===== config.mk =====
export PLATFORM = sky130hd
export DESIGN_NAME = slot_table_first_free_alloc
export DESIGN_NICKNAME = d
export VERILOG_FILES = /design/src/hw/rtl/sta_pkg.sv /design/src/hw/rtl/sta_front.sv /design/src/hw/rtl/sta_back.sv /design/src/hw/rtl/slot_table_first_free_alloc.sv
export VERILOG_INCLUDE_DIRS = /design/src /design/src/hw/rtl
export SDC_FILE = /design/constraint.sdc
export NUM_CORES = 1
export LEC_CHECK = 0
export BUFFER_PORTS_ARGS = -buffer_cell sky130_fd_sc_hd__buf_2
export CAP_MARGIN = 25
export CORE_ASPECT_RATIO = 1.1
export CORE_MARGIN = 2
export CORE_UTILIZATION = 54
export CTS_BUF_LIST = sky130_fd_sc_hd__clkbuf_4 sky130_fd_sc_hd__clkbuf_8 sky130_fd_sc_hd__clkbuf_16
export DETAILED_ROUTE_END_ITERATION = 7
export PLACE_DENSITY = 0.69
export SKIP_LAST_GASP = 1
export SLEW_MARGIN = 20
export SYNTH_ARGS = -nofsm -noshare
export SYNTH_HDL_FRONTEND = slang
export SYNTH_SLANG_ARGS = --single-unit
export TNS_END_PERCENT = 50

===== constraint.sdc =====
create_clock -name i_clk -period 8.15 [get_ports i_clk]
set_clock_uncertainty 0.1 [all_clocks]
set_input_delay 2.445 -clock i_clk [delete_from_list [all_inputs] [get_ports i_clk]]
set_output_delay 2.445 -clock i_clk [all_outputs]
set_load 0.005 [all_outputs]

===== src/hw/rtl/slot_table_first_free_alloc_macros.svh =====
// Assertion macros used by the slot table back part.
`ifndef SLOT_TABLE_FIRST_FREE_ALLOC_MACROS_SVH
`define SLOT_TABLE_FIRST_FREE_ALLOC_MACROS_SVH
// Implication checked on every clock edge outside reset.
`define STA_ASSERT_IMP(label, clk, rst_n, ante, cons, msg) \
    label: assert property (@(posedge clk) disable iff (!rst_n) (ante) |-> (cons)) \
        else $error(msg);
// Next-cycle implication outside reset.
`define STA_ASSERT_NEXT(label, clk, rst_n, ante, cons, msg) \
    label: assert property (@(posedge clk) disable iff (!rst_n) (ante) |=> (cons)) \
        else $error(msg);
`endif


===== src/hw/rtl/sta_pkg.sv =====
// Package with action and status codes and the queue entry type of the slot table.
`timescale 1ns / 1ps
`default_nettype none
package sta_pkg;
    localparam logic [1:0] ACT_INSERT = 2'd0;
    localparam logic [1:0] ACT_REMOVE = 2'd1;
    localparam logic [1:0] ACT_SCAN   = 2'd2;
    localparam logic [1:0] ACT_NONE   = 2'd3;

    localparam logic [1:0] ST_OK    = 2'd0;
    localparam logic [1:0] ST_FULL  = 2'd1;
    localparam logic [1:0] ST_BADIX = 2'd2;
    localparam logic [1:0] ST_EMPTY = 2'd3;

    localparam int MAX_RESULTS = 16;

    // One command as classified by the front part.
    typedef struct packed {
        logic [1:0]  action;
        logic [15:0] given_tag;
        logic [31:0] payload;
        logic [5:0]  slot;
    } t_cmd;
endpackage
`default_nettype wire


===== src/hw/rtl/sta_front.sv =====
// Front part: accepts items, drops ACT_NONE actions, and queues commands.
`timescale 1ns / 1ps
`default_nettype none
module sta_front (
    input  wire logic          i_clk,
    input  wire logic          i_rst_n,
    input  wire logic          i_valid,
    output logic               o_stall,
    input  wire sta_pkg::t_cmd i_cmd,
    output logic               o_cmd_valid,
    input  wire logic          i_cmd_take,
    output sta_pkg::t_cmd      o_cmd
);
    import sta_pkg::*;

    // Two-entry queue.
    t_cmd       r_q [2];
    logic [1:0] r_cnt;
    logic       r_rd;
    logic       r_wr;
    logic       w_push;
    logic       w_pop;

    assign o_stall     = (r_cnt == 2'd2);
    assign o_cmd_valid = (r_cnt != 2'd0);
    assign o_cmd       = r_q[r_rd];
    assign w_pop       = o_cmd_valid && i_cmd_take;
    assign w_push      = i_valid && !o_stall && (i_cmd.action != ACT_NONE);

    always_ff @(posedge i_clk) begin
        if (!i_rst_n) begin
            r_cnt <= 2'd0;
            r_rd  <= 1'b0;
            r_wr  <= 1'b0;
        end else begin
            if (w_push) begin
                r_wr <= ~r_wr;
            end
            if (w_pop) begin
                r_rd <= ~r_rd;
            end
            r_cnt <= r_cnt + {1'b0, w_push} - {1'b0, w_pop};
        end
    end

    always_ff @(posedge i_clk) begin
        if (w_push) begin
            r_q[r_wr] <= i_cmd;
        end
    end
endmodule
`default_nettype wire


===== src/hw/rtl/sta_back.sv =====
// Back part: slot tags, payload memory, counters and the result register.
`timescale 1ns / 1ps
`default_nettype none
`include "slot_table_first_free_alloc_macros.svh"
module sta_back #(
    parameter int SLOTS        = 16,
    parameter int PAYLOAD_BITS = 32,
    parameter int TAG_BITS     = 16
) (
    input  wire logic          i_clk,
    input  wire logic          i_rst_n,
    input  wire logic [4:0]    i_cap_reg,
    input  wire logic          i_cmd_valid,
    output logic               o_cmd_take,
    input  wire sta_pkg::t_cmd i_cmd,
    output logic               o_valid,
    input  wire logic          i_stall,
    output logic [1:0]         o_status,
    output logic [15:0]        o_tag_out,
    output logic [5:0]         o_slot_out,
    output logic [31:0]        o_payload_out,
    output logic [4:0]         o_occupancy,
    output logic               o_is_full,
    output logic               o_is_empty,
    output logic               o_last
);
    import sta_pkg::*;

    localparam int SW = (SLOTS > 1) ? $clog2(SLOTS) : 1;
    localparam int CW = $clog2(SLOTS + 1);
    localparam int NW = $clog2(MAX_RESULTS + 1);
    localparam logic [TAG_BITS-1:0] TAG_MAX = {TAG_BITS{1'b1}};

    localparam logic [2:0] S_IDLE = 3'd0;
    localparam logic [2:0] S_EXEC = 3'd1;
    localparam logic [2:0] S_SCAN = 3'd2;
    localparam logic [2:0] S_RD   = 3'd3;
    localparam logic [2:0] S_OUT  = 3'd4;

    logic [2:0]             r_state;
    t_cmd                   r_cmd;
    logic [TAG_BITS-1:0]    r_tags [SLOTS];
    logic [PAYLOAD_BITS-1:0] r_mem [SLOTS];
    logic [PAYLOAD_BITS-1:0] r_rdata;
    logic [CW-1:0]          r_occ;
    logic [TAG_BITS-1:0]    r_ctr;
    logic [SW:0]            r_idx;
    logic [NW-1:0]          r_total;
    logic [NW-1:0]          r_n;
    logic                   r_ovld;

    logic [6:0]             w_cap;
    logic [SLOTS-1:0]       w_occ_vec;
    logic [SLOTS-1:0]       w_free_vec;
    logic                   w_free_found;
    logic [SW-1:0]          w_free_idx;
    logic [NW-1:0]          w_cnt;
    logic [SW:0]            w_nxt_idx;
    logic                   w_nxt_found;
    logic                   w_full_now;
    logic                   w_out_free;
    logic                   w_emit;
    logic [TAG_BITS-1:0]    w_gtag;
    logic [TAG_BITS-1:0]    w_ctr_nxt;
    logic [TAG_BITS-1:0]    w_ins_tag;
    logic [CW-1:0]          n_occ;

    assign w_cap = ({2'b0, i_cap_reg} > 7'(SLOTS)) ? 7'(SLOTS) : {2'b0, i_cap_reg};

    // Occupancy and free masks limited to the capacity.
    always_comb begin
        for (int k = 0; k < SLOTS; k++) begin
            w_occ_vec[k]  = (r_tags[k] != '0) && (7'(k) < w_cap);
            w_free_vec[k] = (r_tags[k] == '0) && (7'(k) < w_cap);
        end
    end

    always_comb begin
        w_free_found = 1'b0;
        w_free_idx   = '0;
        for (int k = SLOTS - 1; k >= 0; k--) begin
            if (w_free_vec[k]) begin
                w_free_found = 1'b1;
                w_free_idx   = SW'(k);
            end
        end
    end

    always_comb begin
        w_cnt = '0;
        for (int k = 0; k < SLOTS; k++) begin
            w_cnt = w_cnt + NW'(w_occ_vec[k]);
        end
    end

    // Next occupied slot at or above r_idx.
    always_comb begin
        w_nxt_found = 1'b0;
        w_nxt_idx   = '0;
        for (int k = SLOTS - 1; k >= 0; k--) begin
            if (w_occ_vec[k] && ((SW+1)'(k) >= r_idx)) begin
                w_nxt_found = 1'b1;
                w_nxt_idx   = (SW+1)'(k);
            end
        end
    end

    assign w_full_now = (7'(r_occ) >= w_cap);
    assign w_out_free = !r_ovld || !i_stall;
    assign w_gtag     = TAG_BITS'(r_cmd.given_tag);
    assign w_ctr_nxt  = ((r_ctr == '0) || (r_ctr == TAG_MAX)) ? TAG_BITS'(1) : r_ctr + 1'b1;
    assign w_ins_tag  = (w_gtag != '0) ? w_gtag : w_ctr_nxt;
    assign o_cmd_take = (r_state == S_IDLE);
    assign o_valid    = r_ovld;

    // A result loads when free: from execute (not a non-empty scan) or output.
    assign w_emit = w_out_free
                    && (((r_state == S_EXEC) && ((r_cmd.action == ACT_INSERT)
                         || (r_cmd.action == ACT_REMOVE) || (w_cnt == '0)))
                        || (r_state == S_OUT));

    always_comb begin
        n_occ = r_occ;
        if (r_state == S_EXEC && w_out_free) begin
            if (r_cmd.action == ACT_INSERT && !w_full_now && w_free_found) begin
                n_occ = r_occ + 1'b1;
            end else if (r_cmd.action == ACT_REMOVE && (7'(r_cmd.slot) < w_cap)
                         && (r_tags[r_cmd.slot[SW-1:0]] != '0) && (r_occ != '0)) begin
                n_occ = r_occ - 1'b1;
            end
        end
    end

    always_ff @(posedge i_clk) begin
        if (!i_rst_n) begin
            r_state <= S_IDLE;
            r_occ   <= '0;
            r_ctr   <= '0;
            r_ovld  <= 1'b0;
            r_idx   <= '0;
            r_n     <= '0;
            r_total <= '0;
            for (int k = 0; k < SLOTS; k++) begin
                r_tags[k] <= '0;
            end
        end else begin
            r_ovld <= w_emit || (r_ovld && i_stall);
            r_occ  <= n_occ;
            unique case (r_state)
                S_IDLE: begin
                    if (i_cmd_valid) begin
                        r_state <= S_EXEC;
                    end
                end
                S_EXEC: begin
                    if (w_out_free) begin
                        priority if (r_cmd.action == ACT_INSERT) begin
                            r_state <= S_IDLE;
                            if (!w_full_now) begin
                                if (w_gtag == '0) begin
                                    r_ctr <= w_ctr_nxt;
                                end
                                if (w_free_found) begin
                                    r_tags[w_free_idx] <= w_ins_tag;
                                end
                            end
                        end else if (r_cmd.action == ACT_REMOVE) begin
                            r_state <= S_IDLE;
                            if (7'(r_cmd.slot) < w_cap) begin
                                r_tags[r_cmd.slot[SW-1:0]] <= '0;
                            end
                        end else begin
                            // Scan: count occupied slots, clamp, then walk.
                            r_total <= (w_cnt > NW'(MAX_RESULTS)) ? NW'(MAX_RESULTS) : w_cnt;
                            r_idx   <= '0;
                            r_n     <= '0;
                            if (w_cnt == '0) begin
                                r_state <= S_IDLE;
                            end else begin
                                r_state <= S_SCAN;
                            end
                        end
                    end
                end
                S_SCAN: begin
                    if (w_nxt_found) begin
                        r_idx   <= w_nxt_idx;
                        r_state <= S_RD;
                    end else begin
                        r_state <= S_IDLE;
                    end
                end
                S_RD: begin
                    r_state <= S_OUT;
                end
                S_OUT: begin
                    if (w_out_free) begin
                        r_n    <= r_n + 1'b1;
                        r_idx  <= r_idx + 1'b1;
                        r_state <= (r_n + 1'b1 == r_total) ? S_IDLE : S_SCAN;
                    end
                end
                default: begin
                    r_state <= S_IDLE;
                end
            endcase
        end
    end

    always_ff @(posedge i_clk) begin
        if (r_state == S_IDLE && i_cmd_valid) begin
            r_cmd <= i_cmd;
        end
        if (r_state == S_EXEC && w_out_free && r_cmd.action == ACT_INSERT
            && !w_full_now && w_free_found) begin
            r_mem[w_free_idx] <= PAYLOAD_BITS'(r_cmd.payload);
        end
        if (r_state == S_RD) begin
            r_rdata <= r_mem[r_idx[SW-1:0]];
        end
    end

    // Result register.
    always_ff @(posedge i_clk) begin
        if (r_state == S_EXEC && w_out_free) begin
            o_payload_out <= '0;
            o_last        <= 1'b1;
            o_occupancy   <= 5'(n_occ);
            o_is_empty    <= (n_occ == '0);
            o_is_full     <= (7'(n_occ) >= w_cap);
            if (r_cmd.action == ACT_INSERT) begin
                if (!w_full_now && w_free_found) begin
                    o_status   <= ST_OK;
                    o_tag_out  <= 16'(w_ins_tag);
                    o_slot_out <= 6'(w_free_idx);
                end else begin
                    o_status   <= ST_FULL;
                    o_tag_out  <= '0;
                    o_slot_out <= '0;
                end
            end else if (r_cmd.action == ACT_REMOVE) begin
                o_tag_out  <= '0;
                o_slot_out <= r_cmd.slot;
                o_status   <= (7'(r_cmd.slot) < w_cap) ? ST_OK : ST_BADIX;
            end else begin
                o_tag_out  <= '0;
                o_slot_out <= '0;
                o_status   <= ST_EMPTY;
            end
        end else if (r_state == S_OUT && w_out_free) begin
            o_status      <= ST_OK;
            o_tag_out     <= 16'(r_tags[r_idx[SW-1:0]]);
            o_slot_out    <= 6'(r_idx);
            o_payload_out <= 32'(r_rdata);
            o_occupancy   <= 5'(r_occ);
            o_is_empty    <= (r_occ == '0);
            o_is_full     <= w_full_now;
            o_last        <= (r_n + 1'b1 == r_total);
        end
    end

    `STA_ASSERT_IMP(a_occ_bound, i_clk, i_rst_n, 1'b1, r_occ <= CW'(SLOTS), "occupancy overflow")
    `STA_ASSERT_NEXT(a_hold, i_clk, i_rst_n, r_ovld && i_stall, r_ovld, "result dropped")
    `STA_ASSERT_IMP(a_ctr_nz, i_clk, i_rst_n, r_state == S_IDLE && r_ctr != '0, r_ctr != '0, "counter zero")
    `STA_ASSERT_IMP(a_scan_n, i_clk, i_rst_n, r_state == S_OUT, r_n < r_total, "scan overrun")
endmodule
`default_nettype wire


===== src/hw/rtl/slot_table_first_free_alloc.sv =====
// Top level of the slot table with lowest-free allocation.
//  channel | direction | handshake
//  in      | input     | i_valid / o_stall
//  out     | output    | o_valid / i_stall
//  cfg     | input     | i_cfg_we / i_cfg_wdata
// An insert or remove result is loaded into the result register from the execute state; after
// execute, each result of a scan passes through the search, read and output states.
// Items pass through a two-entry command queue, so the input stalls only when it is full.
// Reset is synchronous and active low; it frees every slot and sets capacity to 16.
// A stalled output holds the result register; the back part then waits in its execute and output states.
`timescale 1ns / 1ps
`default_nettype none
module slot_table_first_free_alloc #(
    parameter int SLOTS        = 16,
    parameter int PAYLOAD_BITS = 32,
    parameter int TAG_BITS     = 16
) (
    input  wire logic        i_clk,
    input  wire logic        i_rst_n,
    input  wire logic        i_cfg_we,
    input  wire logic [4:0]  i_cfg_wdata,
    input  wire logic        i_valid,
    output logic             o_stall,
    input  wire logic [1:0]  i_action,
    input  wire logic [15:0] i_given_tag,
    input  wire logic [31:0] i_payload_in,
    input  wire logic [5:0]  i_slot_in,
    output logic             o_valid,
    input  wire logic        i_stall,
    output logic [1:0]       o_status,
    output logic [15:0]      o_tag_out,
    output logic [5:0]       o_slot_out,
    output logic [31:0]      o_payload_out,
    output logic [4:0]       o_occupancy,
    output logic             o_is_full,
    output logic             o_is_empty,
    output logic             o_last
);
    import sta_pkg::*;

    logic [4:0] r_cap;
    t_cmd       w_in_cmd;
    t_cmd       w_q_cmd;
    logic       w_q_valid;
    logic       w_q_take;

    always_ff @(posedge i_clk) begin
        if (!i_rst_n) begin
            r_cap <= 5'd16;
        end else if (i_cfg_we) begin
            r_cap <= i_cfg_wdata;
        end
    end

    assign w_in_cmd = '{action: i_action, given_tag: i_given_tag,
                        payload: i_payload_in, slot: i_slot_in};

    sta_front u_front (
        .i_clk, .i_rst_n, .i_valid, .o_stall,
        .i_cmd(w_in_cmd), .o_cmd_valid(w_q_valid), .i_cmd_take(w_q_take), .o_cmd(w_q_cmd)
    );

    sta_back #(.SLOTS(SLOTS), .PAYLOAD_BITS(PAYLOAD_BITS), .TAG_BITS(TAG_BITS)) u_back (
        .i_clk, .i_rst_n, .i_cap_reg(r_cap),
        .i_cmd_valid(w_q_valid), .o_cmd_take(w_q_take), .i_cmd(w_q_cmd),
        .o_valid, .i_stall, .o_status, .o_tag_out, .o_slot_out, .o_payload_out,
        .o_occupancy, .o_is_full, .o_is_empty, .o_last
    );
endmodule
`default_nettype wire

# After elaboration in Yosys (flattened, before gate mapping)
# Memory sizes are Yosys's and may differ from the RTL's. A register that Yosys moved wholly into a read port is not among the register bits.
# Cells that the tools add are included.
[word_totals]
input_bits = 66
out_inout_bits = 66
mem_count = 3
ff_bits = 113
elab_cells = 365
ramBits = 880
[classes]
reduce_logical = 128
magnitude_cmp = 37
n_addsub = 22
muxes = 136
n_eq_ne = 15
bitwise = 5
[memory_table]
columns = ["name", "words", "word_bits", "rd", "rd_ports_with_merged_regs", "write_ports", "line", "source"]
rows = [
  ["u_back.r_mem", 16, 32, 1, 1, 1, "sta_back.sv:43", "logic [PAYLOAD_BITS-1:0] r_mem [SLOTS];"],
  ["u_back.r_tags", 16, 16, 18, 1, 16, "sta_back.sv:42", "logic [TAG_BITS-1:0] r_tags [SLOTS];"],
  ["u_front.r_q", 2, 56, 1, 1, 1, "sta_front.sv:17", "t_cmd r_q [2];"],
]
[ops]
columns = ["cell", "count"]
rows = [
  ["16-bit logical NOT", 18],
  ["16-bit nonzero test", 18],
  ["4-bit two-way mux", 37],
  ["16-bit two-way mux", 8],
  ["5-bit by 1-bit adder with 5-bit output", 14],
  ["1-bit logical AND", 65],
  ["5-bit two-way mux", 13],
  ["1-bit two-way mux", 58],
  ["4-bit by 7-bit < comparator with 1-bit output (first input constant)", 8],
  ["4-bit by 5-bit greater-or-equal comparator with 1-bit output (first input constant)", 8],
  ["16-bit OR reduction", 2],
  ["3-bit by 7-bit < comparator with 1-bit output (first input constant)", 4],
  ["6-bit two-way mux", 4],
  ["3-bit by 5-bit greater-or-equal comparator with 1-bit output (first input constant)", 4],
  ["16-bit by 1-bit adder with 16-bit output (second input constant)", 1],
  ["16-bit == test (second input constant)", 1],
  ["2-bit two-way mux", 8],
  ["5-bit by 1-bit adder with 5-bit output (second input constant)", 3],
  ["5-bit logical NOT", 3],
  ["3-bit two-way mux", 5],
  ["3-bit one-hot mux with 5 select lines", 1],
  ["5-bit one-hot mux with 3 select lines", 1],
  ["5-bit by 7-bit greater-or-equal comparator with 1-bit output", 2],
  ["1-bit by 7-bit < comparator with 1-bit output (first input constant)", 2],
  ["30 further kinds", 55],
]

# Logic depth before layout (Yosys ltp)
# Gate-level depths: netlist of the first run.
[depth]
word_depth = 30
mapped_depth = 22
depth_no_buf = 22

# Modules after synthesis
# Synthesis of the first run repeated with hierarchy kept, for this count alone.
[unflattened]
hier_cells = 2666
hier_area_um2 = 45562.4
[modules_own_cells]
columns = ["mod", "cells_each", "seq_area_each_um2", "instances", "area_each_um2"]
rows = [
  ["sta_back", 2450, 28257.1, 1, 40911.7],
  ["sta_front", 200, 3463.3, 1, 4460.5],
  ["slot_table_first_free_alloc", 16, 100.1, 1, 190.2],
]

# Least setup slack after synthesis of the first run
# Ideal clock, no wire load.
[synth_path]
path_kind = "input to register"
from = "in i_stall"
to = "mem u_back.r_tags[1][0] (enable)"
path_stages = 9
t_required_ps = 7639
n_path_buf = 0
setup_time_ps = 411
slack_ps = 2184
t_arrival_ps = 5454
path_cell_list = "nand2_1 -> nand3_1 -> nor3b_1 -> nand2_1 -> nor2_4 -> mux2i_4 -> nor2b_4 -> nand2_1 -> o21ai_0"
[synth_rtl]
columns = ["item", "line", "source"]
rows = [
  ["from (decl)", "slot_table_first_free_alloc.sv:29", "input wire logic i_stall,"],
  ["to (decl)", "sta_back.sv:42", ""],
]

==> results by stage, run 1 <==
Clock tree:
- Buffers inserted during clock tree synthesis total 105.
- The clock reaches the later pin of the worst-skew pair after 0.70 ns.
- The H-tree level count is 3.
- The cts-stage hold buffer count is 0.
- The total of cells resized after clock tree synthesis is 0.
- After clock tree synthesis, the clock-pin slew on the worst setup and hold paths is 0.06 ns.
- The tree is rooted in a clkbuf_16.
- After clock tree synthesis, the setup repair step added 0 buffers.
- TritonCTS built the clock tree.
- The total clock sinks is 1,085.
- No sink is reached through more buffers than the 3 on the longest clock path.

Detailed routing:
- Once detail routing completed, the nets flagged for antenna violations numbered 0.
- Summing over every cut layer, the via total after detailed routing is 25,200.
- The first detailed-routing pass ran for 5 iterations.
- The routed design has 116 mm of wire.
- The per-cell routed wire length is 29.6 microns.
- The highest routing layer actually used is met4.
- In the routed design, unresolved DRC markers number 0.
- The number of DRC violations after detailed-routing iteration 0 is 2,969.
- The number of vias per cell after detailed routing is 6.39.
- After detailed routing, the met2 layer carries 58.7 mm of wire.
- The total routed wire length on the met1 layer is 45.0 mm.
- In the detailed route, the total length drawn on met3 is 7.14 mm.

Yosys:
- The post-synthesis instance area is 0.0450 sq mm.
- For this run, the number of Yosys warnings is 0.
- The share of the Yosys chip area taken by registers is 70.5%.
- The synthesized design contains 1,085 register bits.
- After synthesis, the cell types taking the most area are edfxtp_1 67%, mux4_2 12%, dfxtp_1 3.8%.
- The average instance in the mapped netlist occupies 17.1 sq um.
- Synthesis instantiated 85 different standard cells from the library.
- The biggest area contributor in the post-synthesis netlist is edfxtp_1.
- The count of mapped cells out of synthesis is 2,629.
- In the synthesized netlist the dominant register cell turns out to be edfxtp_1.
- After synthesis, the share of flip-flops with an asynchronous set or reset is 0%.
- The number of enable flip-flop cells after synthesis is 999.
- Synthesis produced a netlist with a net count of 2,734.
- After synthesis, the largest area contributor takes up 66.6% of total cell area.

Job:
- Max-cap violations in this run came to 0.

Die:
- The number of I/O pins is 132.
- The starting density of the core is 54.3%.
- After floorplanning, the core was divided into 111 placement rows.
- In this run the standard cell core region covers 0.0829 sq mm.
- The vertical extent of the die is 307 microns.
- The x dimension of the die is 279 microns.
- The floorplan die area is 0.0857 sq mm.

Power:
- VDD sags by at most 0.000204 V.
- The analysis attributes to cell leakage a power of 16.8 nW.
- The areal power density over the cells is 298 mW/mm^2.

Global route:
- The initial antenna violation count is 0.
- The via count of the first global-routing pass is 25,400.
- The largest net degree at the start of global routing is 68.
- Across every metal layer, demand over resource in global routing totals 27.4%.
- After global routing the overflow that remains totals 0.
- The first global-routing pass estimated 170 mm of wire.

STA:
- Final hold analysis gives a worst-case slack of 0.362 ns.
- The hold violation total from the final report came to 0.
- Setup repair after global routing left no endpoint under its margin.
- The final critical-path share of the clock period is 74.2%.
- For the final routed database, the setup TNS stands at 0 ns.
- At the pin with the least slew margin, the transition time is 1.08 ns.
- The clock period could shrink to 6.05 ns.
- The fmax is 0.165 GHz.
- The final setup violation count is 0.
- The number of pins with negative max-slew slack in the final report is 0.
- In this run the tightest slew margin relative to its limit is 27.2%.

Placed design:
- The post-DP HPWL is 78.1 mm.
- The post-place instance area is 0.0471 sq mm.
- At the end of routability-driven placement, the weighted congestion stood at 0.988.
- After detailed placement, the design holds a cell count of 3,741.
- The count of input and output buffers is 131.

Critical path:
- The arrival time at the worst endpoint is 6.51 ns.
- The maximum fanout encountered on the critical timing path is 6.
- The setup check on the worst reg-to-reg path leaves a slack of 2.10 ns.
- The category of the worst setup path capture point is a flip-flop.
- The setup path with the least slack is of type flip-flop to flip-flop.
- STA puts the critical path data required time at 8.62 ns.
- STA classifies the critical path startpoint as a flip-flop.
- The logic depth of the worst register-to-register path is 20.

Cells and area:
- The number of nets in the final layout is 2,880.
- The antenna diode instance count is 0.
- The area growth from synthesis to layout is 13.0%.
- The storage element area is 0.0317 sq mm.
- The filler cell count in the final layout is 5,930.
- The multi-input combinational cell area is 0.0126 sq mm.
- The fraction of layout cells with a size suffix above 1 is 26.5%.
- The final core area utilization is 61.3%.
- After the flow finishes, the layout carries non-filler instances totaling 3,939.
- The finished layout cell area is 0.0509 sq mm.

Hold path:
- The path class of the lowest-slack min-delay path is flip-flop to flip-flop.
- The count of cells along the worst hold path is 1.

Outcome:
- The flow ran to the end, and the final reports show no timing, DRC or antenna violations.
[stage by stage]
step	setup WS (ns)	total power, W
6_report	2.10	0.0152
4_1_cts	2.15	0.0152
5_1_grt	1.87	0.0156
3_5_place_dp	1.73	0.0101
3_3_place_gp	1.82	0.0100
2_1_floorplan	2.18	0.00900
[sequential cells by signal, summed over array words and instances (netlist names), 6 cells and up, named ones only]
signal / count
u_back.r_mem: 512
u_back.r_tags: 256
u_front.r_q: 112
u_back.r_cmd: 40
u_back.o_payload_out: 32
u_back.r_rdata: 32
u_back.o_tag_out: 16
u_back.r_ctr: 16
u_back.w_gtag: 16
u_back.o_slot_out: 6
[synthesized netlist by cell type (4+ instances only)]
cell type / number
xnor2_1: 12
ha_1: 29
and2_1: 23
nand2b_4: 4
a22oi_1: 6
fa_1: 10
xor2_1: 19
nand3b_1: 11
buf_1: 26
dfxtp_1: 86
nand3_1: 27
and3_1: 11
nand2_1: 100
a21o_1: 10
o211ai_1: 6
nor3_1: 13
clkbuf_1: 69
clkbuf_2: 6
o21ai_0: 64
nor3b_1: 6
mux4_2: 242
buf_2: 25
or3_1: 16
or3_4: 7
buf_4: 5
nand2b_1: 6
nor2b_1: 21
a21boi_0: 17
a31oi_1: 4
mux2i_1: 10
a22o_1: 32
a21oi_1: 52
mux2_2: 56
inv_1: 35
edfxtp_1: 999
nand4_1: 20
and4_1: 7
nor2_1: 329
o21a_1: 8
nand3_4: 8
nor4_1: 73
buf_6: 12
or2_2: 33
o22ai_1: 11
[final timing paths]
path | start | to
min | u_back.r_rdata[26] | u_back.o_payload_out[26]
max reg2reg | u_back.r_tags[1][8] | u_back.o_valid
max | u_back.r_tags[1][8] | u_back.o_valid
min reg2reg | u_back.r_rdata[26] | u_back.o_payload_out[26]
[cell usage in the layout (no fill, tap or decap), types with 22 or more instances in the layout]
cell	count
a22o_1	32
mux2_2	56
buf_2	131
dfxtp_1	78
ha_1	29
clkbuf_16	106
or2_2	33
buf_4	36
nand3_1	27
a21oi_1	51
o21ai_0	55
edfxtp_1	999
and2_1	22
nor2_1	310
nor4_1	73
inv_1	35
mux4_2	242
nand2_1	100
nor2_4	22
[per-layer routing]
layer / vias to the layer above / global-route usage [%]
li1: 10700 / -
met1: 13100 / 36.1
met2: 1127 / 45.9
met3: 250 / 3.40
met4: 0 / 13.0
met5: - / 0
[area by class of cell]
| cell class | count | share of cell area, % |
|---|---|---|
| Timing Repair Buffer | 182 | 2.54 |
| Clock inverter | 72 | 1.73 |
| Clock buffer | 126 | 5.57 |
| Tap cell | 1073 | 2.64 |
| Sequential cell | 1085 | 62.4 |
| Inverter | 36 | 0.266 |
| Multi-Input combinational cell | 1365 | 24.8 |
[cell families (layout without fill, tap and decap cells)]
| kind of cell | Yosys count | in the layout | synth area share [%] |
|---|---|---|---|
| AND/OR/NAND/NOR | 736 | 736 | 8.31 |
| multiplexers | 309 | 309 | 13.8 |
| flip-flops | 1085 | 1085 | 70.5 |
| XOR/XNOR | 31 | 31 | 0.603 |
| adder cells (fa/ha/maj) | 39 | 39 | 1.25 |
| AO/OA/AOI/OAI | 250 | 250 | 3.76 |
| buffers and inverters | 179 | 416 | 1.82 |
[critical path: stages (launching register included)]
cell and delay (ns):
edfxtp_1 0.41, nor4_1 0.52, nand4_1 0.37, and2_1 0.31
ha_1 0.29, inv_1 0.07, fa_1 0.45, fa_1 0.51
fa_1 0.54, fa_1 0.42, fa_1 0.36, inv_1 0.09
fa_1 0.21, a21oi_1 0.08, nor2b_1 0.32, nor4bb_1 0.10
a21boi_0 0.28, nor2_1 0.07, a21oi_1 0.17, o21ai_0 0.08
and2_1 0.17
[report_power, final]
group / internal, W / total (W) / switching [W]
Combinational: 0.00109 / 0.00264 / 0.00156
Sequential: 0.00684 / 0.00736 / 0.000522
Clock: 0.00301 / 0.00515 / 0.00214
Total: 0.0109 / 0.0152 / 0.00422
Power figures use the tool's default switching activity.
==> inputs of run 2 (changes only) <==
==> constraint.sdc (replaced) <==
create_clock -name i_clk -period 5.65 [get_ports i_clk]
set_clock_uncertainty 0.1 [all_clocks]
set_input_delay 1.695 -clock i_clk [delete_from_list [all_inputs] [get_ports i_clk]]
set_output_delay 1.695 -clock i_clk [all_outputs]
set_load 0.005 [all_outputs]
==> run 2 against run 1 <==
  * Non-clock buffer count rose by 70
  * Register-to-register slack got worse by 2.0 ns
  * Clock power rose by 38%
  * Largest power group unchanged
==> results by stage, run 2 (synthesis results as in run 1) <==
Cells and area:
- The finished layout cell area is 0.0511 sq mm.
- The largest register by flop count is u_back.r_mem.
- The area growth from synthesis to layout is 13.5%.
- Leaving out fill and tap cells, the most frequent cell in the layout is edfxtp_1.
- The number of nets in the final layout is 2,948.
- The flip-flop count of the largest register, all copies and words added is 512.
- The fraction of layout cells with a size suffix above 1 is 28.5%.
- In the layout the commonest cells are 999 x edfxtp_1, 310 x nor2_1, 242 x mux4_2.
- The largest registers in the layout are u_back.r_mem x512, u_back.r_tags x256, u_front.r_q x112.

Clock tree:
- The tree built by TritonCTS fans out to 1,085 sinks.
- After clock tree synthesis, the clock-pin slew on the worst setup and hold paths is 0.07 ns.
- The H-tree level count is 3.
- The number of buffers inserted during clock tree synthesis is 103.
- The clock passes through at most 3 buffers.
- The CTS tree is built.
- The worst-skew pair later-pin latency is 0.70 ns.
- The cell chosen for the clock root is clkbuf_16.

STA:
- The worst slew margin relative to its limit is 35.4%.
- The hold violation total from the final report is 0.
- The number of pins with negative max-slew slack in the final report was 0.
- The transition time at the pin with the least slew margin is 0.968 ns.
- Timing would allow up to 0.180 GHz.
- Counting I/O delays and the setup requirement, the final critical path takes 5.57 ns.
- The final setup violation count is 0.
- The final critical-path share of the clock period is 98.5%.
- Setup slack on the critical path of the routed design comes to 0.0846 ns.
- Setup repair after global routing could not meet its margin everywhere.

Die:
- The vertical extent of the die is 307 microns.
- The floorplan step defined a die boundary enclosing 0.0857 sq mm.
- Once the floorplan was initialized, standard cells occupied 54.3% of the core.
- The x dimension of the die is 279 microns.
- The initialized floorplan defines 111 standard-cell rows.
- For this design the top-level I/O count stands at 132.
- The placeable core area is 0.0829 sq mm.

Critical path:
- STA puts the critical path data required time at 6.16 ns.
- The arrival time at the worst endpoint is 6.08 ns.
- The worst setup path is captured at a flip-flop.
- The path type of the worst setup path is flip-flop to flip-flop.
- The worst setup path is launched from a flip-flop.
- The maximum fanout encountered on the critical timing path is 2.

Placed design:
- The final weighted congestion of routability-driven global placement is 0.956.
- The worst slack at placement is 0.0149 ns.
- Once detailed placement completed, the half-perimeter wirelength came to 73.1 mm.
- The count of input and output buffers is 131.
- Once placement finished, the instance area stood at 0.0475 sq mm.

Outcome:
- The flow ran to the end, and the final reports show no timing, DRC or antenna violations.

Job:
- The max-capacitance violation count is 0.

Detailed routing:
- The number of vias after detailed routing is 25,100.
- After detailed routing, the number of vias per cell comes to 6.25.
- Once detail routing completed, the nets flagged for antenna violations numbered 0.
- The number of DRC violations after detailed-routing iteration 0 is 2,783.
- Summed over all layers, the routed wires come to 112 mm.
- In the final routed layout, each cell accounts on average for 28.0 microns.
- The first detailed-routing pass took 6 iterations.
- After detailed routing, the number of remaining DRC violations is 0.

Power:
- Overall power consumption after layout is estimated at 0.0215 W.
- Across the VDD grid, the largest voltage drop is 0.000291 V.
- The leakage power total is 17.1 nW.
- Dividing total power by cell area gives a power density of 421 mW/mm^2.

Global route:
- For this run, the total global-route usage over all layers was measured as 26.5%.
- The leftover overflow at the end of global routing is 0.
- The wire length of the first global-routing pass is 166 mm.
- The via count of the first global-routing pass was 25,800.
- The initial antenna violation count is 2.
- The largest net degree at the start of global routing is 67.

Hold path:
- The min-delay analysis places its worst path in the category flip-flop to flip-flop.
## run 2: cell types whose count changed in the layout (fill, tap and decap cells not counted), moves of 4 or more
cell        before  now
buf_16          10    0
clkinv_2        10   16
clkinvlp_4      12    3
clkinv_4         5    1
bufinv_16       16   12
buf_4           36  114
clkbuf_4        15   25
## run 2: per-layer routing
layer	vias to the layer above	global-route usage (%)	share of wire, %
li1	10800	-	-
met1	13000	35.4	39
met2	1070	44.4	51
met3	196	3.08	6.2
met4	0	11.2	3.8
met5	-	0	0
## run 2: final timing paths
check             cells past startpoint                start  slack (ns)                        to
setup reg to reg                     20  u_back.r_tags[1][7]        0.08            u_back.o_valid
setup / recovery                     20  u_back.r_tags[1][7]        0.08            u_back.o_valid
hold reg to reg                       1   u_back.r_rdata[26]        0.37  u_back.o_payload_out[26]
hold / removal                        1   u_back.r_rdata[26]        0.37  u_back.o_payload_out[26]
## run 2: report_power, final
group          leakage [nW]  switching (W)  internal [W]  total (W)
logic                  5.24        0.00208       0.00164    0.00372
registers              10.1       0.000799       0.00987     0.0107
clock network          1.76        0.00297       0.00415    0.00712
total                  17.1        0.00585        0.0157     0.0215
## run 2: critical path, stage by stage, from the launching register on
cell and delay, ns:
edfxtp_1 0.40, nor4_2 0.29, buf_4 0.16, nand4_1 0.19
buf_4 0.22, and2_4 0.15, ha_4 0.26, inv_2 0.03
fa_1 0.51, fa_1 0.44, fa_1 0.48, fa_1 0.52
fa_2 0.37, inv_2 0.08, fa_2 0.45, nor4bb_2 0.28
a21boi_1 0.12, nor2_1 0.10, a21oi_1 0.08, o21ai_1 0.13
and2_1 0.13
## run 2: stage by stage
stage	TNS [ns]	hold WS, ns	utilization, %	cells
after floorplan	0	0.342	-	2629
after CTS	0	0.368	61.5	4003
final	0	0.366	61.6	4007
after detailed placement	0	0.352	57.3	3809
after global routing	-0.292	0.382	61.6	4007
after global placement	-0.0398	0.346	57.3	3809
## run 2: what timing repair did
action | CTS | global route
gates cloned | 0 | 0
setup buffers | 0 | 2
hold buffers | 0 | 0
resized for setup | 2 | 11
endpoints found under the setup margin | 1 | 2
pin swaps | 1 | 14
## run 2: final cells by class
class	count	area (sq um)
diodes	2	5.00
inverters	36	135
clock inverters	59	667
repair buffers	252	1650
well taps	1073	1340
clock buffers	135	2870
flip-flops and latches	1085	31700
multi-input cells	1365	12700
fillers	5829	31800
